==> config.mk <==
export PLATFORM = sky130hd
export DESIGN_NAME = hid_report_to_scancode_events_top_flat
export DESIGN_NICKNAME = d
export VERILOG_FILES = /design/src/rtl/hrsc_pkg.sv /design/src/rtl/hrsc_if.sv /design/src/rtl/hrsc_front.sv /design/src/rtl/hrsc_queue.sv /design/src/rtl/hrsc_back.sv /design/src/rtl/hid_report_to_scancode_events_top.sv /design/src/flat_wrapper.sv
export SDC_FILE = /design/constraint.sdc
export NUM_CORES = 1
export LEC_CHECK = 0
export BUFFER_PORTS_ARGS = -buffer_cell sky130_fd_sc_hd__buf_2
export CAP_MARGIN = 10
export CORE_UTILIZATION = 40
export CTS_BUF_LIST = sky130_fd_sc_hd__clkbuf_8 sky130_fd_sc_hd__clkbuf_16
export CTS_CLUSTER_SIZE = 25
export DETAILED_ROUTE_END_ITERATION = 7
export SLEW_MARGIN = 20
export SYNTH_ARGS = -nofsm -noshare
export SYNTH_HDL_FRONTEND = slang
export SYNTH_HIERARCHICAL = 1
export SYNTH_SLANG_ARGS = --single-unit
==> constraint.sdc <==
create_clock -name clk -period 15.7 [get_ports clk]
set_input_delay 2.355 -clock clk [delete_from_list [all_inputs] [get_ports clk]]
set_output_delay 2.355 -clock clk [all_outputs]
set_load 0.03 [all_outputs]
==> src/rtl/hrsc_pkg.sv <==
// hrsc_pkg: shared types, constants and lookup functions for the HID report
// to scan-code converter. No dependencies; used by all but hrsc_if.
`timescale 1ns / 1ps

package hrsc_pkg;

  // Report shape
  localparam int NUM_MODS            = 6;
  localparam int MAX_SLOTS           = 6;
  localparam int KEYS_PER_REPORT_DEF = 6;
  localparam int QUEUE_DEPTH_DEF     = 4;

  localparam logic [7:0] RELEASE_BIT = 8'h80;

  // Modifier positions in the modifier vector
  localparam logic [2:0] MOD_LSHIFT = 3'd0;
  localparam logic [2:0] MOD_LALT   = 3'd1;
  localparam logic [2:0] MOD_LCTRL  = 3'd2;
  localparam logic [2:0] MOD_RSHIFT = 3'd3;
  localparam logic [2:0] MOD_RALT   = 3'd4;
  localparam logic [2:0] MOD_RCTRL  = 3'd5;

  // Scan codes for the modifiers
  localparam logic [7:0] SC_SHIFT_L = 8'h2A;
  localparam logic [7:0] SC_ALT     = 8'h38;
  localparam logic [7:0] SC_CTRL    = 8'h1D;
  localparam logic [7:0] SC_SHIFT_R = 8'h36;

  // One output byte with its end-of-run flag
  typedef struct packed {
    logic [7:0] scan_byte;
    logic       last_of_run;
  } evt_t;

  // Scan code of a modifier position
  function automatic logic [7:0] mod_code(input logic [2:0] idx);
    logic [7:0] code;
    unique case (idx)
      MOD_LSHIFT: code = SC_SHIFT_L;
      MOD_LALT:   code = SC_ALT;
      MOD_LCTRL:  code = SC_CTRL;
      MOD_RSHIFT: code = SC_SHIFT_R;
      MOD_RALT:   code = SC_ALT;
      MOD_RCTRL:  code = SC_CTRL;
      default:    code = 8'h00;
    endcase
    return code;
  endfunction

  // Usage code to scan code; 0 means unmapped. Where the table lists a
  // usage twice the first entry is kept.
  function automatic logic [7:0] usage_lookup(input logic [7:0] usage);
    logic [7:0] sc;
    unique case (usage)
      8'h29: sc = 8'h01;  8'h1E: sc = 8'h02;  8'h1F: sc = 8'h03;
      8'h20: sc = 8'h04;  8'h21: sc = 8'h05;  8'h22: sc = 8'h06;
      8'h23: sc = 8'h07;  8'h24: sc = 8'h08;  8'h25: sc = 8'h09;
      8'h26: sc = 8'h0A;  8'h27: sc = 8'h0B;  8'h2D: sc = 8'h0C;
      8'h2E: sc = 8'h0D;  8'h2A: sc = 8'h0E;  8'h2B: sc = 8'h0F;
      8'h14: sc = 8'h10;  8'h1A: sc = 8'h11;  8'h08: sc = 8'h12;
      8'h15: sc = 8'h13;  8'h17: sc = 8'h14;  8'h1C: sc = 8'h15;
      8'h18: sc = 8'h16;  8'h0C: sc = 8'h17;  8'h12: sc = 8'h18;
      8'h13: sc = 8'h19;  8'h2F: sc = 8'h1A;  8'h30: sc = 8'h1B;
      8'h9E: sc = 8'h1C;  8'hE0: sc = 8'h1D;  8'h04: sc = 8'h1E;
      8'h16: sc = 8'h1F;  8'h07: sc = 8'h20;  8'h09: sc = 8'h21;
      8'h0A: sc = 8'h22;  8'h0B: sc = 8'h23;  8'h0D: sc = 8'h24;
      8'h0E: sc = 8'h25;  8'h0F: sc = 8'h26;  8'h33: sc = 8'h27;
      8'h34: sc = 8'h28;  8'h35: sc = 8'h29;  8'hE1: sc = 8'h2A;
      8'h31: sc = 8'h2B;  8'h1D: sc = 8'h2C;  8'h1B: sc = 8'h2D;
      8'h06: sc = 8'h2E;  8'h19: sc = 8'h2F;  8'h05: sc = 8'h30;
      8'h11: sc = 8'h31;  8'h10: sc = 8'h32;  8'h36: sc = 8'h33;
      8'h37: sc = 8'h34;  8'h38: sc = 8'h35;  8'hE5: sc = 8'h36;
      8'hE6: sc = 8'h38;  8'h2C: sc = 8'h39;  8'h39: sc = 8'h3A;
      8'h3A: sc = 8'h3B;  8'h3B: sc = 8'h3C;  8'h3C: sc = 8'h3D;
      8'h3D: sc = 8'h3E;  8'h3E: sc = 8'h3F;  8'h3F: sc = 8'h40;
      8'h40: sc = 8'h41;  8'h41: sc = 8'h42;  8'h42: sc = 8'h43;
      8'h43: sc = 8'h44;  8'h4A: sc = 8'h47;  8'h52: sc = 8'h48;
      8'hC5: sc = 8'h4A;  8'h50: sc = 8'h4B;  8'h4F: sc = 8'h4D;
      8'h57: sc = 8'h4E;  8'h51: sc = 8'h50;  8'h49: sc = 8'h52;
      8'h4C: sc = 8'h53;  8'h7A: sc = 8'h61;  8'h75: sc = 8'h62;
      8'hB8: sc = 8'h63;  8'h54: sc = 8'h64;  8'hD5: sc = 8'h65;
      8'h5F: sc = 8'h67;  8'h60: sc = 8'h68;  8'h61: sc = 8'h69;
      8'h5C: sc = 8'h6A;  8'h5D: sc = 8'h6B;  8'h5E: sc = 8'h6C;
      8'h59: sc = 8'h6D;  8'h5A: sc = 8'h6E;  8'h5B: sc = 8'h6F;
      8'h62: sc = 8'h70;  8'hDC: sc = 8'h71;  8'h58: sc = 8'h72;
      default: sc = 8'h00;
    endcase
    return sc;
  endfunction

endpackage

==> src/rtl/hrsc_if.sv <==
// hrsc_report_if and hrsc_scan_if: valid/ready channels for the converter.
// Depends on nothing; used by the front, back and top level.
`timescale 1ns / 1ps

interface hrsc_report_if;
  logic       valid;
  logic       ready;
  logic       left_shift;
  logic       left_alt;
  logic       left_ctrl;
  logic       right_shift;
  logic       right_alt;
  logic       right_ctrl;
  logic [7:0] key_0;
  logic [7:0] key_1;
  logic [7:0] key_2;
  logic [7:0] key_3;
  logic [7:0] key_4;
  logic [7:0] key_5;

  modport source (
    output valid, left_shift, left_alt, left_ctrl, right_shift, right_alt, right_ctrl,
    output key_0, key_1, key_2, key_3, key_4, key_5,
    input  ready
  );
  modport sink (
    input  valid, left_shift, left_alt, left_ctrl, right_shift, right_alt, right_ctrl,
    input  key_0, key_1, key_2, key_3, key_4, key_5,
    output ready
  );
endinterface

interface hrsc_scan_if;
  logic       valid;
  logic       ready;
  logic [7:0] scan_byte;
  logic       last_of_run;

  modport source (output valid, scan_byte, last_of_run, input ready);
  modport sink (input valid, scan_byte, last_of_run, output ready);
endinterface

==> src/rtl/hrsc_front.sv <==
// hrsc_front: accepts a report, walks the modifier, release and press
// candidates one per cycle while the queue has room and pushes the
// resulting bytes to the queue. Depends on hrsc_pkg and hrsc_report_if.
`timescale 1ns / 1ps

module hrsc_front #(
  parameter int KEYS_PER_REPORT = hrsc_pkg::KEYS_PER_REPORT_DEF
) (
  input  logic              clk,
  input  logic              rst,
  hrsc_report_if.sink       report,
  output logic              q_valid,
  output hrsc_pkg::evt_t    q_data,
  input  logic              q_ready
);

  localparam int STEPS  = hrsc_pkg::NUM_MODS + 2 * KEYS_PER_REPORT;
  localparam int STEP_W = $clog2(STEPS);
  localparam int SLOT_W = (KEYS_PER_REPORT > 1) ? $clog2(KEYS_PER_REPORT) : 1;

  typedef enum logic [2:0] {
    ST_IDLE  = 3'b001,
    ST_SCAN  = 3'b010,
    ST_FLUSH = 3'b100
  } state_t;

  state_t                         state;
  logic [STEP_W-1:0]              step;
  logic [hrsc_pkg::NUM_MODS-1:0]  cur_mods;
  logic [hrsc_pkg::NUM_MODS-1:0]  prev_mods;
  logic [7:0]                     cur_keys  [KEYS_PER_REPORT];
  logic [7:0]                     prev_keys [KEYS_PER_REPORT];
  logic                           hold_valid;
  logic [7:0]                     hold_byte;

  logic [7:0]        in_keys [hrsc_pkg::MAX_SLOTS];
  logic [hrsc_pkg::NUM_MODS-1:0] in_mods;
  logic              is_mod;
  logic              is_rel;
  logic [2:0]        mod_idx;
  logic [STEP_W-1:0] slot_full;
  logic [SLOT_W-1:0] slot;
  logic              nb;
  logic              ob;
  logic [7:0]        key;
  logic              found;
  logic [7:0]        sc;
  logic              key_emit;
  logic              emit;
  logic [7:0]        emit_byte;
  logic              need_push;
  logic              step_done;

  // Input fields gathered in report order
  assign in_mods = {report.right_ctrl, report.right_alt, report.right_shift,
                    report.left_ctrl, report.left_alt, report.left_shift};
  assign in_keys[0] = report.key_0;
  assign in_keys[1] = report.key_1;
  assign in_keys[2] = report.key_2;
  assign in_keys[3] = report.key_3;
  assign in_keys[4] = report.key_4;
  assign in_keys[5] = report.key_5;

  assign report.ready = (state == ST_IDLE);

  // Decode the current step: modifiers, then releases, then presses
  always_comb begin
    is_mod  = step < STEP_W'(hrsc_pkg::NUM_MODS);
    is_rel  = step < STEP_W'(hrsc_pkg::NUM_MODS + KEYS_PER_REPORT);
    mod_idx = step[2:0];
    if (is_rel) begin
      slot_full = step - STEP_W'(hrsc_pkg::NUM_MODS);
    end else begin
      slot_full = step - STEP_W'(hrsc_pkg::NUM_MODS + KEYS_PER_REPORT);
    end
    slot = slot_full[SLOT_W-1:0];
  end

  // Candidate evaluation for this step
  always_comb begin
    nb    = 1'b0;
    ob    = 1'b0;
    if (is_mod) begin
      nb = cur_mods[mod_idx];
      ob = prev_mods[mod_idx];
    end
    key   = is_rel ? prev_keys[slot] : cur_keys[slot];
    found = 1'b0;
    for (int j = 0; j < KEYS_PER_REPORT; j++) begin
      if (is_rel) begin
        found = found | (cur_keys[j] == key);
      end else begin
        found = found | (prev_keys[j] == key);
      end
    end
    sc       = hrsc_pkg::usage_lookup(key);
    key_emit = (key != 8'h00) && !found && (sc != 8'h00);
    if (is_mod) begin
      emit      = (nb != ob);
      emit_byte = nb ? hrsc_pkg::mod_code(mod_idx)
                     : (hrsc_pkg::mod_code(mod_idx) | hrsc_pkg::RELEASE_BIT);
    end else begin
      emit      = key_emit;
      emit_byte = is_rel ? (sc | hrsc_pkg::RELEASE_BIT) : sc;
    end
  end

  // The held byte goes out once a later byte is found or the walk ends
  assign need_push = (state == ST_SCAN) && emit && hold_valid;
  assign step_done = !need_push || q_ready;
  assign q_valid   = need_push || ((state == ST_FLUSH) && hold_valid);
  assign q_data.scan_byte   = hold_byte;
  assign q_data.last_of_run = (state == ST_FLUSH);

  // Sequencer
  always_ff @(posedge clk) begin
    if (rst) begin
      state      <= ST_IDLE;
      step       <= '0;
      hold_valid <= 1'b0;
      prev_mods  <= '0;
      for (int j = 0; j < KEYS_PER_REPORT; j++) begin
        prev_keys[j] <= 8'h00;
      end
    end else begin
      unique case (state)
        ST_IDLE: begin
          if (report.valid) begin
            cur_mods <= in_mods;
            for (int j = 0; j < KEYS_PER_REPORT; j++) begin
              cur_keys[j] <= in_keys[j];
            end
            step  <= '0;
            state <= ST_SCAN;
          end
        end
        ST_SCAN: begin
          if (step_done) begin
            if (emit) begin
              hold_valid <= 1'b1;
              hold_byte  <= emit_byte;
            end
            if (step == STEP_W'(STEPS - 1)) begin
              state <= ST_FLUSH;
            end else begin
              step <= step + 1'b1;
            end
          end
        end
        ST_FLUSH: begin
          if (!hold_valid || q_ready) begin
            hold_valid <= 1'b0;
            prev_mods  <= cur_mods;
            for (int j = 0; j < KEYS_PER_REPORT; j++) begin
              prev_keys[j] <= cur_keys[j];
            end
            state <= ST_IDLE;
          end
        end
        default: state <= ST_IDLE;
      endcase
    end
  end

endmodule

==> src/rtl/hrsc_queue.sv <==
// hrsc_queue: small FIFO of output bytes between the front and the back.
// Depends on hrsc_pkg.
`timescale 1ns / 1ps

module hrsc_queue #(
  parameter int QUEUE_DEPTH = hrsc_pkg::QUEUE_DEPTH_DEF
) (
  input  logic           clk,
  input  logic           rst,
  input  logic           in_valid,
  input  hrsc_pkg::evt_t in_data,
  output logic           in_ready,
  output logic           out_valid,
  output hrsc_pkg::evt_t out_data,
  input  logic           out_ready
);

  localparam int PTR_W = (QUEUE_DEPTH > 1) ? $clog2(QUEUE_DEPTH) : 1;
  localparam int CNT_W = $clog2(QUEUE_DEPTH + 1);

  hrsc_pkg::evt_t   entries [QUEUE_DEPTH];
  logic [PTR_W-1:0] wr_ptr;
  logic [PTR_W-1:0] rd_ptr;
  logic [CNT_W-1:0] count;
  logic             push;
  logic             pop;

  assign in_ready  = (count != CNT_W'(QUEUE_DEPTH));
  assign out_valid = (count != '0);
  assign out_data  = entries[rd_ptr];
  assign push      = in_valid && in_ready;
  assign pop       = out_valid && out_ready;

  // Storage
  always_ff @(posedge clk) begin
    if (push) begin
      entries[wr_ptr] <= in_data;
    end
  end

  // Pointers and fill count
  always_ff @(posedge clk) begin
    if (rst) begin
      wr_ptr <= '0;
      rd_ptr <= '0;
      count  <= '0;
    end else begin
      if (push) begin
        wr_ptr <= (wr_ptr == PTR_W'(QUEUE_DEPTH - 1)) ? '0 : wr_ptr + 1'b1;
      end
      if (pop) begin
        rd_ptr <= (rd_ptr == PTR_W'(QUEUE_DEPTH - 1)) ? '0 : rd_ptr + 1'b1;
      end
      if (push && !pop) begin
        count <= count + 1'b1;
      end else if (pop && !push) begin
        count <= count - 1'b1;
      end
    end
  end

endmodule

==> src/rtl/hrsc_back.sv <==
// hrsc_back: output register that presents queued bytes on the scan channel.
// Depends on hrsc_pkg and hrsc_scan_if.
`timescale 1ns / 1ps

module hrsc_back (
  input  logic           clk,
  input  logic           rst,
  input  logic           q_valid,
  input  hrsc_pkg::evt_t q_data,
  output logic           q_ready,
  hrsc_scan_if.source    scan
);

  logic load;

  assign q_ready = !scan.valid || scan.ready;
  assign load    = q_valid && q_ready;

  // Valid flag
  always_ff @(posedge clk) begin
    if (rst) begin
      scan.valid <= 1'b0;
    end else if (q_ready) begin
      scan.valid <= q_valid;
    end
  end

  // Payload
  always_ff @(posedge clk) begin
    if (load) begin
      scan.scan_byte   <= q_data.scan_byte;
      scan.last_of_run <= q_data.last_of_run;
    end
  end

endmodule

==> src/rtl/hid_report_to_scancode_events_top.sv <==
// Top level of the HID boot keyboard report to scan-code converter.
// Depends on hrsc_pkg, hrsc_if, hrsc_front, hrsc_queue and hrsc_back.
//
// Usage: a boot keyboard report (six modifier bits, six usage codes) is
// taken on the report channel when valid and ready are both high. The
// block compares it with the previous report and sends one scan byte per
// change on the scan channel: changed modifiers first, then releases of
// keys that went away (bit 7 set), then presses of new keys. The last
// byte of a report carries last_of_run; a report that changes nothing
// sends no byte.
// Sequence: the front walks 6 + 2 * KEYS_PER_REPORT candidates, one per
// cycle while the queue accepts its bytes, then closes the run in its
// flush state; ready is high again after that. A byte leaves the front
// once the next byte is found or the walk ends, and reaches the scan
// port through the queue and the output register.
// Reset clears the kept report to all zeros and empties the queue. When
// the receiver stalls, the output register and the queue fill and the
// front waits on its current candidate; no byte is lost.
`timescale 1ns / 1ps

module hid_report_to_scancode_events_top #(
  parameter int KEYS_PER_REPORT = hrsc_pkg::KEYS_PER_REPORT_DEF,
  parameter int QUEUE_DEPTH     = hrsc_pkg::QUEUE_DEPTH_DEF
) (
  input  logic        clk,
  input  logic        rst,
  hrsc_report_if.sink report,
  hrsc_scan_if.source scan
);

  logic           f_valid;
  hrsc_pkg::evt_t f_data;
  logic           f_ready;
  logic           b_valid;
  hrsc_pkg::evt_t b_data;
  logic           b_ready;

  // Report walker
  hrsc_front #(
    .KEYS_PER_REPORT(KEYS_PER_REPORT)
  ) u_front (
    .clk     (clk),
    .rst     (rst),
    .report  (report),
    .q_valid (f_valid),
    .q_data  (f_data),
    .q_ready (f_ready)
  );

  // Decoupling queue
  hrsc_queue #(
    .QUEUE_DEPTH(QUEUE_DEPTH)
  ) u_queue (
    .clk       (clk),
    .rst       (rst),
    .in_valid  (f_valid),
    .in_data   (f_data),
    .in_ready  (f_ready),
    .out_valid (b_valid),
    .out_data  (b_data),
    .out_ready (b_ready)
  );

  // Output stage
  hrsc_back u_back (
    .clk     (clk),
    .rst     (rst),
    .q_valid (b_valid),
    .q_data  (b_data),
    .q_ready (b_ready),
    .scan    (scan)
  );

endmodule
==> src/flat_wrapper.sv <==
// flat-port wrapper written by rule: the top's interface ports become plain ports
module hid_report_to_scancode_events_top_flat 
#(
  parameter int KEYS_PER_REPORT = hrsc_pkg::KEYS_PER_REPORT_DEF,
  parameter int QUEUE_DEPTH     = hrsc_pkg::QUEUE_DEPTH_DEF
)
  (clk, rst, report_valid, report_left_shift, report_left_alt, report_left_ctrl, report_right_shift, report_right_alt, report_right_ctrl, report_key_0, report_key_1, report_key_2, report_key_3, report_key_4, report_key_5, report_ready, scan_valid, scan_scan_byte, scan_last_of_run, scan_ready);
  hrsc_report_if report_i ();
  hrsc_scan_if scan_i ();
  input  logic clk;
  input  logic rst;
  input wire logic [$bits(report_i.valid)-1:0] report_valid;
  input wire logic [$bits(report_i.left_shift)-1:0] report_left_shift;
  input wire logic [$bits(report_i.left_alt)-1:0] report_left_alt;
  input wire logic [$bits(report_i.left_ctrl)-1:0] report_left_ctrl;
  input wire logic [$bits(report_i.right_shift)-1:0] report_right_shift;
  input wire logic [$bits(report_i.right_alt)-1:0] report_right_alt;
  input wire logic [$bits(report_i.right_ctrl)-1:0] report_right_ctrl;
  input wire logic [$bits(report_i.key_0)-1:0] report_key_0;
  input wire logic [$bits(report_i.key_1)-1:0] report_key_1;
  input wire logic [$bits(report_i.key_2)-1:0] report_key_2;
  input wire logic [$bits(report_i.key_3)-1:0] report_key_3;
  input wire logic [$bits(report_i.key_4)-1:0] report_key_4;
  input wire logic [$bits(report_i.key_5)-1:0] report_key_5;
  output wire logic [$bits(report_i.ready)-1:0] report_ready;
  output wire logic [$bits(scan_i.valid)-1:0] scan_valid;
  output wire logic [$bits(scan_i.scan_byte)-1:0] scan_scan_byte;
  output wire logic [$bits(scan_i.last_of_run)-1:0] scan_last_of_run;
  input wire logic [$bits(scan_i.ready)-1:0] scan_ready;
  assign report_i.valid = report_valid;
  assign report_i.left_shift = report_left_shift;
  assign report_i.left_alt = report_left_alt;
  assign report_i.left_ctrl = report_left_ctrl;
  assign report_i.right_shift = report_right_shift;
  assign report_i.right_alt = report_right_alt;
  assign report_i.right_ctrl = report_right_ctrl;
  assign report_i.key_0 = report_key_0;
  assign report_i.key_1 = report_key_1;
  assign report_i.key_2 = report_key_2;
  assign report_i.key_3 = report_key_3;
  assign report_i.key_4 = report_key_4;
  assign report_i.key_5 = report_key_5;
  assign report_ready = report_i.ready;
  assign scan_valid = scan_i.valid;
  assign scan_scan_byte = scan_i.scan_byte;
  assign scan_last_of_run = scan_i.last_of_run;
  assign scan_i.ready = scan_ready;
  hid_report_to_scancode_events_top #(.KEYS_PER_REPORT(KEYS_PER_REPORT), .QUEUE_DEPTH(QUEUE_DEPTH)) u_core (.clk(clk), .rst(rst), .report(report_i), .scan(scan_i));
endmodule
; Word level (Yosys, flattened, before mapping)
; Memories as Yosys holds them, arrays and structs flattened. A register that Yosys moved wholly into a read port is not among the register bits.
; Cells that the tools add are included.
[totals]
out_inout_bits = 11
romBits = 1792
register_bits = 37
n_memories = 4
inputBits = 58
mem_bits_rw = 132
[mem_list]
columns = name, depth, word_bits, rd, rd_clocked_by_memory_dff, wr, line
row1 = (no name shown), 256, 7, 1, 0, 0, hrsc_pkg.sv:54  ; unique case (usage)
row2 = u_core.u_front.cur_keys, 6, 8, 7, 0, 6, hrsc_front.sv:31  ; logic [7:0] cur_keys [KEYS_PER_REPORT];
row3 = u_core.u_front.prev_keys, 6, 8, 7, 0, 6, hrsc_front.sv:32  ; logic [7:0] prev_keys [KEYS_PER_REPORT];
row4 = u_core.u_queue.entries, 4, 9, 1, 1, 1, hrsc_queue.sv:21  ; hrsc_pkg::evt_t entries [QUEUE_DEPTH];
[op_classes]
eq_ne = 31
reduce_logical = 34
magnitude_cmp = 3
n_mux = 54
n_bitwise = 17
addsub = 7
[op_table]
columns = op, n
row1 = $eq A8 B8 Y1, 12
row2 = $mux W8, 10
row3 = $mux W1, 26
row4 = $pmux W6 S4, 1
row5 = $mux W3, 7
row6 = $or A1 B1 Y1, 16
row7 = $reduce_and A4 Y1, 4
row8 = $reduce_bool A8 Y1, 2
row9 = $mux W5, 3
row10 = $pmux W5 S2, 1
row11 = $eq A3 B2 Y1 const B, 3
row12 = $eq A3 B3 Y1 const B, 3
row13 = $logic_and A1 B1 Y1, 9
row14 = $pmux W3 S3, 1
row15 = $ne A2 B2 Y1 const B, 4
row16 = $bmux W1 S3, 2
row17 = $eq A3 B1 Y1 const B, 2
row18 = $logic_not A1 Y1, 6
row19 = $reduce_bool A2 Y1, 3
row20 = $sub A3 B3 Y3 const B, 2
row21 = $add A5 B1 Y5 const B, 1
row22 = $eq A5 B5 Y1 const B, 1
row23 = $lt A5 B3 Y1 const B, 1
row24 = $lt A5 B4 Y1 const B, 1
row25 = 17 further kinds, 25

; Depth between registers and ports, before layout
; Gate-level depths: netlist of run 1.
; An unclocked memory read counts as a cell.
[depth]
word_depth = 28
mapped_depth = 28
ltp_nobuf = 23

; Hierarchy
; Netlist of run 1, hierarchy kept.
[modules_own_cells]
columns = module, area_per_inst_um2, n_inst, cells_per_inst
row1 = hrsc_front, 8354.3, 1, 759
row2 = hrsc_queue, 1776.7, 1, 95
row3 = hrsc_back, 325.3, 1, 14

; Least setup slack after synthesis of run 1
; Ideal clock, no wire load.
[synth_path]
path_kind = register to register
from = register u_core.u_front.step[1]
to = register u_core.u_queue.count[2]
stages_incl_launch_ff = 28
t_arrival_ps = 6041
path_buffers = 5
path_slack_ps = 9589
period_less_slack_ps = 6111
cell_sequence = dfxtp_1 > clkbuf_1 > buf_2 > buf_4 > inv_1 > ha_1 > nor2b_1 > clkbuf_1 > o211ai_1 > nand3_2 > inv_1 > ha_1 > clkbuf_1 > o211ai_1 > a311o_1 > a2111oi_0 > a211o_1 > a211oi_2 > nand4b_1 > o21a_1 > o21a_1 > and2_4 > ha_1 > inv_1 > fa_1 > xor2_1 > or3_2 > a21oi_1
[synth_via]
elab_chain_len = 27
[synth_lines]
columns = element, line
row1 = from (decl), hrsc_front.sv:28  ; logic [STEP_W-1:0] step;
row2 = from (signal assigned), hrsc_front.sv:146  ; step <= step + 1'b1;
row3 = $lt A5 B4 Y1 (tied with other cells), hrsc_front.sv:69  ; is_rel = step < STEP_W'(hrsc_pkg::NUM_MODS + KEYS_PER_REPORT);
row4 = $mux W3, hrsc_front.sv:71  ; if (is_rel) begin
row5 = "$mem_v2 Z6 W8, on equally long branches", --
row6 = $mux W8, hrsc_front.sv:87  ; key = is_rel ? prev_keys[slot] : cur_keys[slot];
row7 = "$eq A8 B8 Y1, on equally long branches", "hrsc_front.sv:93, hrsc_front.sv:91"
row8 = $mux W1, hrsc_front.sv:90  ; if (is_rel) begin
row9 = "$or A1 B1 Y1, on equally long branches", "hrsc_front.sv:93, hrsc_front.sv:91"
row10 = $mux W1, hrsc_front.sv:90
row11 = (+12 left out), --
row12 = $logic_and A1 B1 Y1 * (2 in a row), hrsc_front.sv:109  ; assign need_push = (state == ST_SCAN) && emit && hold_valid;
row13 = $logic_or A1 B1 Y1 *, hrsc_front.sv:111  ; assign q_valid = need_push || ((state == ST_FLUSH) && hold_valid);
row14 = net u_core.f_valid, hid_report_to_scancode_events_top.sv:31  ; logic f_valid;
row15 = $logic_and A1 B1 Y1 *, hrsc_queue.sv:31  ; assign push = in_valid && in_ready;
row16 = net u_core.u_queue.push, hrsc_queue.sv:25  ; logic push;
row17 = $logic_not A1 Y1, hrsc_queue.sv:56  ; end else if (pop && !push) begin
row18 = $logic_and A1 B1 Y1, hrsc_queue.sv:56
row19 = $reduce_bool A2 Y1 (no line), --
row20 = to (signal assigned), hrsc_queue.sv:55  ; count <= count + 1'b1;
row21 = to (signal assigned), hrsc_queue.sv:57  ; count <= count - 1'b1;
row22 = to (decl), hrsc_queue.sv:24  ; logic [CNT_W-1:0] count;
; The timed path passes the listed nets; every way through them passes the cells marked *. The select of a mux whose other input is x is not followed.
; A chain may end at the register's enable or synchronous reset.

; Final worst setup path of run 1
[layout_path]
from = register u_core.u_front.step[0]
to = register u_core.u_queue.count[2]
; The elaborated chain is that of the path after synthesis.

==> results of run 1 <==
[layer usage]
layer | global-route usage (%) | vias up | wire length (um)
li1 | - | 3451 | -
met3 | 3.682 | 71 | 1356
met5 | 0 | - | 0
met1 | 25.85 | 3589 | 11120
met4 | 9.301 | 0 | 1023
met2 | 30.70 | 299 | 11590
[path summary, 6_finish.rpt]
kind                                               endpoint  depth (start not counted)                        start  slack, ns
worst max-delay path                u_core/u_queue/count[2]                         22       u_core/u_front/step[0]       8.94
worst min-delay path            u_core/u_front/prev_mods[3]                          1  u_core/u_front/prev_mods[3]       0.48
worst max register to register      u_core/u_queue/count[2]                         22       u_core/u_front/step[0]       8.94
worst min register to register  u_core/u_front/prev_mods[3]                          1  u_core/u_front/prev_mods[3]       0.48
[critical path: stages (launching register included)]
cell	delay (ns)
dfxtp_2	0.59
buf_4	0.45
mux4_2	0.57
o211ai_1	0.24
nand3_2	0.38
inv_1	0.40
ha_1	0.48
inv_1	0.21
a211oi_1	0.57
mux2i_1	0.16
o22ai_1	0.17
a211oi_1	0.10
o22ai_1	0.21
nand3b_1	0.19
o21a_1	0.18
o21a_1	0.22
and2_4	0.20
ha_1	0.19
inv_1	0.06
fa_1	0.37
xor2_1	0.17
or3_2	0.41
a21oi_1	0.14
[stage by stage]
stage / instances / area [um^2]
3_3_place_gp: 1220 / 11050
4_1_cts: 1252 / 11690
5_1_grt: 1252 / 11690
6_report: 1252 / 11690
2_1_floorplan: 868 / 10460
3_5_place_dp: 1220 / 11050
[area by class of cell]
| cell class | instances | share of cell area (%) |
|---|---|---|
| multi-input cells | 608 | 42.41 |
| inverters | 19 | 0.6207 |
| clock inverters | 15 | 1.830 |
| clock buffers | 17 | 3.638 |
| well taps | 330 | 3.531 |
| flip-flops and latches | 180 | 44.10 |
| repair buffers | 83 | 3.874 |
[report_power, final]
part | switching [mW] | total, mW | internal [mW]
sequential | 0.0326 | 0.602 | 0.569
combinational | 0.141 | 0.236 | 0.0945
clock | 0.231 | 0.454 | 0.223
[cells by family (layout without fill, tap and decap cells)]
family | Yosys count | count (layout)
compound gates | 193 | 193
xor+xnor | 44 | 44
fa+ha+maj | 28 | 28
buf+inv | 80 | 134
flops | 180 | 180
mux | 112 | 112
simple gates | 231 | 231
[cell usage after synthesis (6+ instances only)]
cell / instances / area (um^2)
edfxtp_1: 155 / 4654
mux2i_1: 68 / 680.7
and2_1: 51 / 319.1
nand2_1: 46 / 172.7
a21oi_1: 37 / 185.2
xnor2_1: 36 / 315.3
nor2_1: 33 / 123.9
ha_1: 27 / 337.8
clkbuf_1: 26 / 97.59
dfxtp_1: 25 / 500.5
mux4_2: 24 / 540.5
buf_2: 23 / 115.1
inv_1: 18 / 67.56
a211oi_1: 17 / 127.6
nand3_1: 17 / 85.08
mux2_2: 16 / 180.2
nor3_1: 16 / 80.08
o21ai_0: 16 / 80.08
nand4_1: 13 / 81.33
o211ai_1: 12 / 90.09
a31oi_1: 10 / 62.56
o31ai_1: 9 / 67.56
a21o_1: 8 / 60.06
xor2_1: 8 / 70.07
a22o_1: 7 / 61.31
nand2b_1: 7 / 43.79
o221ai_1: 6 / 52.55
o22ai_1: 6 / 37.54
[state kept, by name, indices dropped and copies added (netlist names), named ones only]
register	flops
u_core/u_front/cur_keys	48
u_core/u_front/prev_keys	48
u_core/u_queue/entries	36
u_core/u_back/scan.scan_byte	8
u_core/u_front/hold_byte	8
u_core/u_front/cur_mods	6
u_core/u_front/prev_mods	6
u_core/u_front/step	5
u_core/u_front/state	3
u_core/u_queue/count	3
u_core/u_queue/rd_ptr	2
u_core/u_queue/wr_ptr	2
u_core/u_back/scan.last_of_run	1
u_core/u_back/scan.valid	1
u_core/u_front/hold_valid	1
==> impl_results.md, run 1 <==
* Status: complete, no violations
* Routed wire per std cell at 20.04 um
* Share of cells above drive strength 1 at 20.28%
* Async SR Flop Fraction at 0%
* Total chip power at 1.291 mW
* Row count at 58
* Skew-Pair Late Insertion Delay at between 0.4 and 0.5 ns
* DRT Wirelength at 25090 um
* Area grow syn2layout at 11.82%
* Largest family of logic cells by synthesized area: multiplexers
* First-pass GRT wire length at 39990 um
* Worst VDD drop at just under 70 uV
* Commonest non-fill, non-tap cells in the layout: edfxtp_1 (155), buf_2 (68), mux2i_1 (68), and2_1 (51), nand2_1 (46)
* Pleak at approximately 4.4 nW
* FF+latch area at 5156 um^2
* Starting Density at approximately 41%
* Crit path DAT at 7.14 ns
* Crit. End Element: flop
* Clock-pin slew on the worst setup and hold paths at 0.08 ns
* Die area at 26790 um^2
* Worst-Margin Slew at 1.005 ns
* EDFF count, synth at 155
* # Max-Cap Violations at 0
* Setup ws final at 8.935 ns
* CTS buffer count at 17
* Seq/Total Area, Yosys at 49.30%
* Fin crit share at 43.09%
* Yosys reg bits at 180
* TritonRoute pass-1 iters at 7
* Nets at 995
* Mux cell area share after synthesis at 14.29%
* Max FO, Critical Path at 26
* Final hold violation count at 0
* Post-CTS Hold Buffers at 0
* P per Cell Area at between 100 and 150 nW/um^2
* Worst Path Required at 16.07 ns
* Fin. max-slew vios at 0
* Core Area at 25400 um^2
* Fmax achieved at 147.8 MHz
* Post-Route Skew at between 0.02 and 0.03 ns
* Final antenna-violating net count at 0
* Die X at 163.7 um
* Largest net degree at the start of global routing at 59
* Antenna cells at 0
* DR DRC count at 0
* CTS Root Cell: clkbuf_16
* # resized after CTS at 0
* Core Util, Final at 46.03%
* Fillcell total at between 2000 and 2500
* Post-CTS setup buffers at 0
* Synth Area in Adders at 3.422%
* CTS tree: built
* Hold_ws at around 0.48 ns
* H-Tree Level Count at 4
* DP HPWL at between 15000 and 20000 um
* GRT Util Overall at 19.51%
* Synth Cell Area at ~10000 um^2
* Pre-CTS WS at 9.050 ns
* Ys Warns at 6
* Die Span Y at 163.7 um
* Slew HR at between 30% and 40%
* Mapped Cells at 868
* Synth cell types at 87
* Total Neg Setup Slack at 0 ns
* Remaining Overflow, GRT at 0
* Vias in the first global route at 7200
* Crit Path Class: reg -> reg
* Net Count, Synth at 954
* 1st-iter DRT viols at 887
* Mapped Avg Cell Area at roughly 12 um^2
* Area of the multi-input gates at roughly 5000 um^2
* Min-Delay Path Class: reg -> reg
* Total I/O pin count at 69
* Buffers on Ports at 68
* Clock Tree Buf Depth at 2
* Final setup violation count at 0
* Min Tclk post-route at 6.765 ns
* Vias at 7410
* XOR/XNOR Fraction of Synth Area at 3.686%
* Post-synthesis compound-gate area fraction at 13.53%
* Most common cell after layout, fill and taps aside: edfxtp_1
* CTS Sinks at 180
* GPL Wtd Cong at between 0.9 and 1
* Vias per cell at 5.919
* Synth Area in Simple Gates at approximately 12%
* Most used flip-flop cell after synthesis: edfxtp_1
* Worst setup SP type: flop
* Unrepaired setup endpoints after global routing: false
* Initial antenna violation count at 0
No activity file was read; power rests on OpenSTA's default activity.
==> run 2: changes to the inputs <==
- ABC_AREA: not set -> 1
- clock period: 15.7 -> 6.7 ns (I/O delays scaled with it)
==> run 2 against run 1 <==
Compared with the run above:
- first-iteration DRC count is 25% lower
- die area rose by 3.7%
- worst setup slack worse by 8.1 ns
- critical endpoint unchanged
- largest cell class unchanged
==> impl_results.md, run 2 <==
* Status: complete, no violations
* Most common cell after layout, fill and taps aside: nand2_1
* Most frequent cells after synthesis: nand2_1 (345), edfxtp_1 (155), inv_1 (149)
* Worst-Margin Slew at 0.9610 ns (-0.04368 ns)
* Design area at 11970 um^2 (+2.4%)
* Top delay family on crit path: simple AND/OR/NAND/NOR gates
* Largest net degree at the start of global routing at 88 (+49%)
* DR DRC count at 0 (unchanged)
* TritonRoute pass-1 iters at 5 (-2)
* Most frequent cell after synthesis: nand2_1
* DP HPWL at 18450 um (+7.4%)
* FF-to-FF setup slack at 0.85 ns (-8.08 ns)
* Buffers on Ports at 68 (unchanged)
* DRT Wirelength at 26110 um (+4.0%)
* Most used flip-flop cell after synthesis: edfxtp_1
* Synth Cell Area at 10850 um^2 (+3.7%)
* # resized after CTS at 0 (unchanged)
* Ys Warns at 6 (unchanged)
* Total I/O pin count at 69 (unchanged)
* Net Count, Synth at 1409 (+48%)
* R2r endpoint: u_core/u_queue/count[2]
* GRT Util Overall at 19.24% (-0.27 points)
* Slew HR at 35.93% (+3.3 points)
* Mapped Avg Cell Area at 8.198 um^2 (-32%)
* H-Tree Level Count at 4 (unchanged)
* Clock-pin slew on the worst setup and hold paths at 0.08 ns (about the same)
* Fin crit share at 87.26% (+44 points)
* Unrepaired setup endpoints after global routing: false
* P per Cell Area at 364.1 nW/um^2 (+230%)
* Most common cell on crit path: nand2_1
* Row count at 59 (+1.7%)
* Top cell type's share of synthesized area at 42.92% (-1.6 points)
* Post-Route Skew at 0.01370 ns (-0.01280 ns)
* Core Area at 26350 um^2 (+3.8%)
* Largest registers: u_core/u_front/cur_keys x48, u_core/u_front/prev_keys x48, u_core/u_queue/entries x36
* Reg-to-Reg Start: u_core/u_front/step[1]
* Total chip power at 4.358 mW (+240%)
* Final setup violation count at 0 (unchanged)
* 1st-iter DRT viols at 661 (-25%)
* EDFF count, synth at 155 (unchanged)
* Slowest CP cell: dfxtp_1
* CTS Sinks at 180 (unchanged)
* Worst VDD drop at 192.1 uV (+180%)
* Pleak at 5.228 nW (+19%)
* Fmax achieved at 171.0 MHz (+16%)
* Max FO, Critical Path at 21 (-19%)
* Synth cell types at 45 (-48%)
* Die area at 27780 um^2 (+3.7%)
* Post-CTS setup buffers at 0 (unchanged)
* Routed wire per std cell at 15.21 um (-24%)
* DP Area at 11340 um^2 (+2.6%)
* Max stage delay on crit path at 0.59 ns (about the same)
* Min-Delay Path Class: reg -> reg
* Pre-CTS WS at 0.9670 ns (-8.083 ns)
* Worst setup SP type: flop
* Share of cells above drive strength 1 at 13.03% (-7.2 points)
* Antenna cells at 0 (unchanged)
* Crit Path Class: reg -> reg
* Ranking of synthesized cells by area: edfxtp_1 (43%), nand2_1 (12%), o21ai_0 (5.4%), inv_1 (5.2%), nor2_1 (5.0%)
* Synth area leader: edfxtp_1
* Vias at 8753 (+18%)
* Die Span Y at 166.7 um (+1.8%)
* Commonest non-fill, non-tap cells in the layout: nand2_1 (345), edfxtp_1 (155), inv_1 (149), nor2_1 (144), o21ai_0 (116)
* Total Neg Setup Slack at 0 ns (unchanged)
* Initial antenna violation count at 0 (unchanged)
* GPL Wtd Cong at 0.9173 (-7.4%)
* First-pass GRT wire length at 42150 um (+5.4%)
* Seq/Total Area, Yosys at 47.53% (-1.8 points)
* Buf/Inv on CP at 9 (+5)
* CTS buffer count at 17 (unchanged)
* Post-CTS Hold Buffers at 0 (unchanged)
* Vias in the first global route at 8114 (+13%)
* Starting Density at 41.15% (about the same)
* Skew-Pair Late Insertion Delay at 0.44 ns (about the same)
* Worst Hold Launch: u_core/u_front/prev_mods[5]
* Die X at 166.7 um (+1.8%)
* CTS Root Cell: clkbuf_16
* Nets at 1454 (+46%)
* Critical path origin: u_core/u_front/step[1]
* # Max-Cap Violations at 0 (unchanged)
* Worst r2r path cells at 39 (+77%)
* Crit. End Element: flop
* Area grow syn2layout at 10.36%
* Final antenna-violating net count at 0 (unchanged)
* CTS tree: built
* Fin. max-slew vios at 0 (unchanged)
* Min Tclk post-route at 5.847 ns (-0.9183 ns)
* Remaining Overflow, GRT at 0 (unchanged)
* Yosys reg bits at 180 (unchanged)
* Worst Path Required at 7.04 ns (-9.03 ns)
* Final hold violation count at 0 (unchanged)
* Mapped Cells at 1323 (+52%)
* Setup ws final at 0.8535 ns (-8.082 ns)
* Crit path DAT at 6.19 ns (-0.95 ns)
* Vias per cell at 5.101 (-14%)
* Hold endpoint: u_core/u_front/prev_mods[5]
* Clock Tree Buf Depth at 2 (unchanged)
* Hold depth at 2 (+1)
* Async SR Flop Fraction at 0% (unchanged)
-- run 2: cell types whose count changed after synthesis, moves of 31 or more --
cell,delta
nand3_1,+83
nand2_1,+299
o21ai_0,+100
and2_1,-51
mux2i_1,-67
xor2_1,+37
xnor2_1,-31
nor2_1,+112
inv_1,+131
-- run 2: worst max-delay path by stage --
stage / slack [ns] / endpoint / cells past startpoint
3_5_place_dp: 0.97 / u_core/u_queue/count[2] / 39
6_report: 0.85 / u_core/u_queue/count[2] / 39
5_1_grt: 0.27 / u_core/u_queue/count[2] / 39
4_1_cts: 0.94 / u_core/u_queue/count[2] / 39
3_3_place_gp: 1.19 / u_core/u_queue/count[2] / 39
2_1_floorplan: 1.89 / u_core/u_queue/count[2] / 39
-- run 2: metrics by stage --
stage / hold slack (ns) / instances / utilization [%]
after global placement: 0.4620 / 1684 / 43.04
after global routing: 0.5080 / 1716 / 45.42
after floorplan: 0.4415 / 1323 / -
after detailed placement: 0.4672 / 1684 / 43.04
final: 0.4781 / 1716 / 45.42
after CTS: 0.4791 / 1716 / 45.40
-- run 2: routing by layer --
layer,track usage [%],vias up,wire length [um]
met5,0,-,0
met4,7.488,0,636
met3,3.066,43,1074
met2,31.82,289,12540
met1,25.27,4013,11860
li1,-,4408,-
-- run 2: tightest hold or removal path: cells and delay by family, from the launching register on --
family          cells  cell delay (ns)
compound gates      1             0.07
flops               1             0.30
buf+inv             1             0.06
-- run 2: cell families after synthesis --
family / count (synthesis) / synth area share [%]
compound gates: 187 / 9.345
xor+xnor: 50 / 4.038
fa+ha+maj: 28 / 3.299
buf+inv: 216 / 9.183
flops: 180 / 47.53
mux: 1 / 0.09230
simple gates: 661 / 26.51
-- run 2: area by class of cell --
class / count / area [um^2]
Clock inverter: 15 / 196.4
Clock buffer: 17 / 425.4
Sequential cell: 180 / 5156
Tap cell: 335 / 419.2
Multi-Input combinational cell: 927 / 4718
Inverter: 160 / 608.1
Fill cell: 2567 / 14390
Timing Repair Buffer: 82 / 445.4
-- run 2: where the power goes --
group | leakage, nW | switching [mW] | internal, mW
sequential | 1.69 | 0.0766 | 1.34
combinational | 3.24 | 1.33 | 0.562
clock | 0.301 | 0.534 | 0.514
==> run 3: changes to the inputs <==
- clock period: 6.7 -> 6.8 ns (I/O delays scaled with it)
==> run 3 against run 2 <==
Compared with the run above:
- cell count down 0.12%
- first-iteration DRC count up 29%
- clock skew up 0.0025 ns
- sequential power about the same
- clock power about the same
- via count up 0.47%
- sequential share of layout area unchanged
- wire length up 1.3%
- total power down 1.1%
- non-clock buffer count down 2
- die area unchanged
- hold slack better by 0.0018 ns
- critical path type unchanged
- critical endpoint unchanged
- largest power group unchanged
==> impl_results.md, run 3 (synthesized netlist as in run 2, its figures left out) <==
* Status: complete, no violations
* First-pass GRT wire length at 42320 um (+0.42%)
* Clock-pin slew on the worst setup and hold paths at 0.08 ns (about the same)
* Crit. End Element: flop
* Most common cell after layout, fill and taps aside: nand2_1
* Crit path DAT at 6.48 ns (+0.29 ns)
* Fin. max-slew vios at 0 (unchanged)
* Worst Hold Launch: u_core/u_front/prev_mods[5]
* Vias per cell at 5.131 (+0.59%)
* Fillcell total at 2535 (-1.2%)
* Final setup violation count at 0 (unchanged)
* Final antenna-violating net count at 0 (unchanged)
* Buffers on Ports at 68 (unchanged)
* Fmax achieved at 162.8 MHz (-4.8%)
* Post-CTS Hold Buffers at 0 (unchanged)
* Die area at 27780 um^2 (unchanged)
* # Max-Cap Violations at 0 (unchanged)
* Total Neg Setup Slack at 0 ns (unchanged)
* Crit Path Class: reg -> reg
* Final hold violation count at 0 (unchanged)
* Largest net degree at the start of global routing at 54 (-39%)
* Buf/Inv on CP at 8 (-1)
* Slowest CP cell: dfxtp_1
* Unrepaired setup endpoints after global routing: false
* Routed wire per std cell at 15.43 um (+1.4%)
* CTS tree: built
* Hold_ws at 0.4799 ns (+0.001834 ns)
* CTS Sinks at 180 (unchanged)
* # resized after CTS at 0 (unchanged)
* TritonRoute pass-1 iters at 6 (+1)
* Remaining Overflow, GRT at 0 (unchanged)
* Vias at 8794 (+0.47%)
* Total I/O pin count at 69 (unchanged)
* Max stage delay on crit path at 0.62 ns (+0.03 ns)
* Worst Path Required at 7.14 ns (+0.10 ns)
* Most common cell on crit path: nand2_1
* Worst-Margin Slew at 0.9164 ns (-0.04459 ns)
* Clock Tree Buf Depth at 2 (unchanged)
* FF+latch area at 5156 um^2 (unchanged)
* Die X at 166.7 um (unchanged)
* Top delay family on crit path: simple AND/OR/NAND/NOR gates
* Vias in the first global route at 8008 (-1.3%)
* Worst setup SP type: flop
* H-Tree Level Count at 4 (unchanged)
* Pleak at 5.223 nW (about the same)
* Die Span Y at 166.7 um (unchanged)
* Fin crit share at 90.31% (+3.1 points)
* DRT Wirelength at 26450 um (+1.3%)
* Worst VDD drop at 191.0 uV (-0.58%)
* CTS Root Cell: clkbuf_16
* Area grow syn2layout at 10.36% (unchanged)
* DR DRC count at 0 (unchanged)
* Antenna cells at 0 (unchanged)
* Row count at 59 (unchanged)
* GRT Util Overall at 19.29% (+0.045 points)
* 1st-iter DRT viols at 853 (+29%)
* Max FO, Critical Path at 21 (unchanged)
* Critical path origin: u_core/u_front/step[1]
* Post-Route Skew at 0.01617 ns (+0.002473 ns)
* P per Cell Area at 360.0 nW/um^2 (-1.1%)
* Core Area at 26350 um^2 (unchanged)
* Share of cells above drive strength 1 at 12.91% (-0.13 points)
* GPL Wtd Cong at 0.9263 (+0.98%)
* Largest registers: u_core/u_front/cur_keys x48, u_core/u_front/prev_keys x48, u_core/u_queue/entries x36
* Nets at 1452 (-0.14%)
* Initial antenna violation count at 0 (unchanged)
* DP HPWL at 18440 um (about the same)
* Reg-to-Reg Start: u_core/u_front/step[1]
* Min-Delay Path Class: reg -> reg
* Starting Density at 41.15% (unchanged)
* Slew HR at 38.90% (+3.0 points)
* Skew-Pair Late Insertion Delay at 0.44 ns (about the same)
* Post-CTS setup buffers at 0 (unchanged)
* CTS buffer count at 17 (unchanged)
* Area of the multi-input gates at 4718 um^2 (unchanged)
* Min Tclk post-route at 6.141 ns (+0.2949 ns)
* Commonest non-fill, non-tap cells in the layout: nand2_1 (345), edfxtp_1 (155), inv_1 (149), nor2_1 (144), o21ai_0 (116)
[run 3: power by group]
group          total [mW]  switching [mW]  internal [mW]
registers            1.40          0.0753           1.32
logic                1.86            1.31          0.546
clock network        1.05           0.538          0.516
[run 3: final timing paths]
kind | end | cells after the start | slack [ns]
max reg2reg | u_core/u_queue/count[2] | 36 | 0.66
min reg2reg | u_core/u_front/prev_mods[5] | 2 | 0.48
max | u_core/u_queue/count[2] | 36 | 0.66
min | u_core/u_front/prev_mods[5] | 2 | 0.48
[run 3: metal layers]
metal	track usage (%)	vias to the layer above	share of wire, %
met5	0	-	0
met4	6.240	0	2.1
met3	2.709	41	4.7
met2	31.62	288	47
met1	26.27	4063	46
li1	-	4402	-
[run 3: layout make-up]
type | count | share of cell area, %
multi-input cells | 927 | 39.42
inverters | 160 | 5.080
well taps | 335 | 3.502
repair buffers | 80 | 3.596
flip-flops and latches | 180 | 43.08
clock inverters | 15 | 1.767
clock buffers | 17 | 3.554
[run 3: worst reg2reg max path, delay by kind of cell, from the launching register on]
family	cells	cell delay (ns)
AOI/OAI and AO/OA	1	0.32
DFF	1	0.62
and+or+nand+nor	23	3.00
buffers and inverters	8	0.85
adders and majority gates	4	1.28
[run 3: per-stage QoR]
stage	worst slack (ns)	cell area [um^2]	power (mW)	cells	utilization [%]
final	0.6586	11970	4.308	1714	45.42
after global routing	0.08422	11970	4.569	1714	45.42
after CTS	0.7052	11960	4.297	1714	45.40
after detailed placement	0.7672	11330	3.234	1682	42.98
after global placement	0.7854	11330	3.273	1682	42.98
after floorplan	1.993	10850	2.870	1323	-
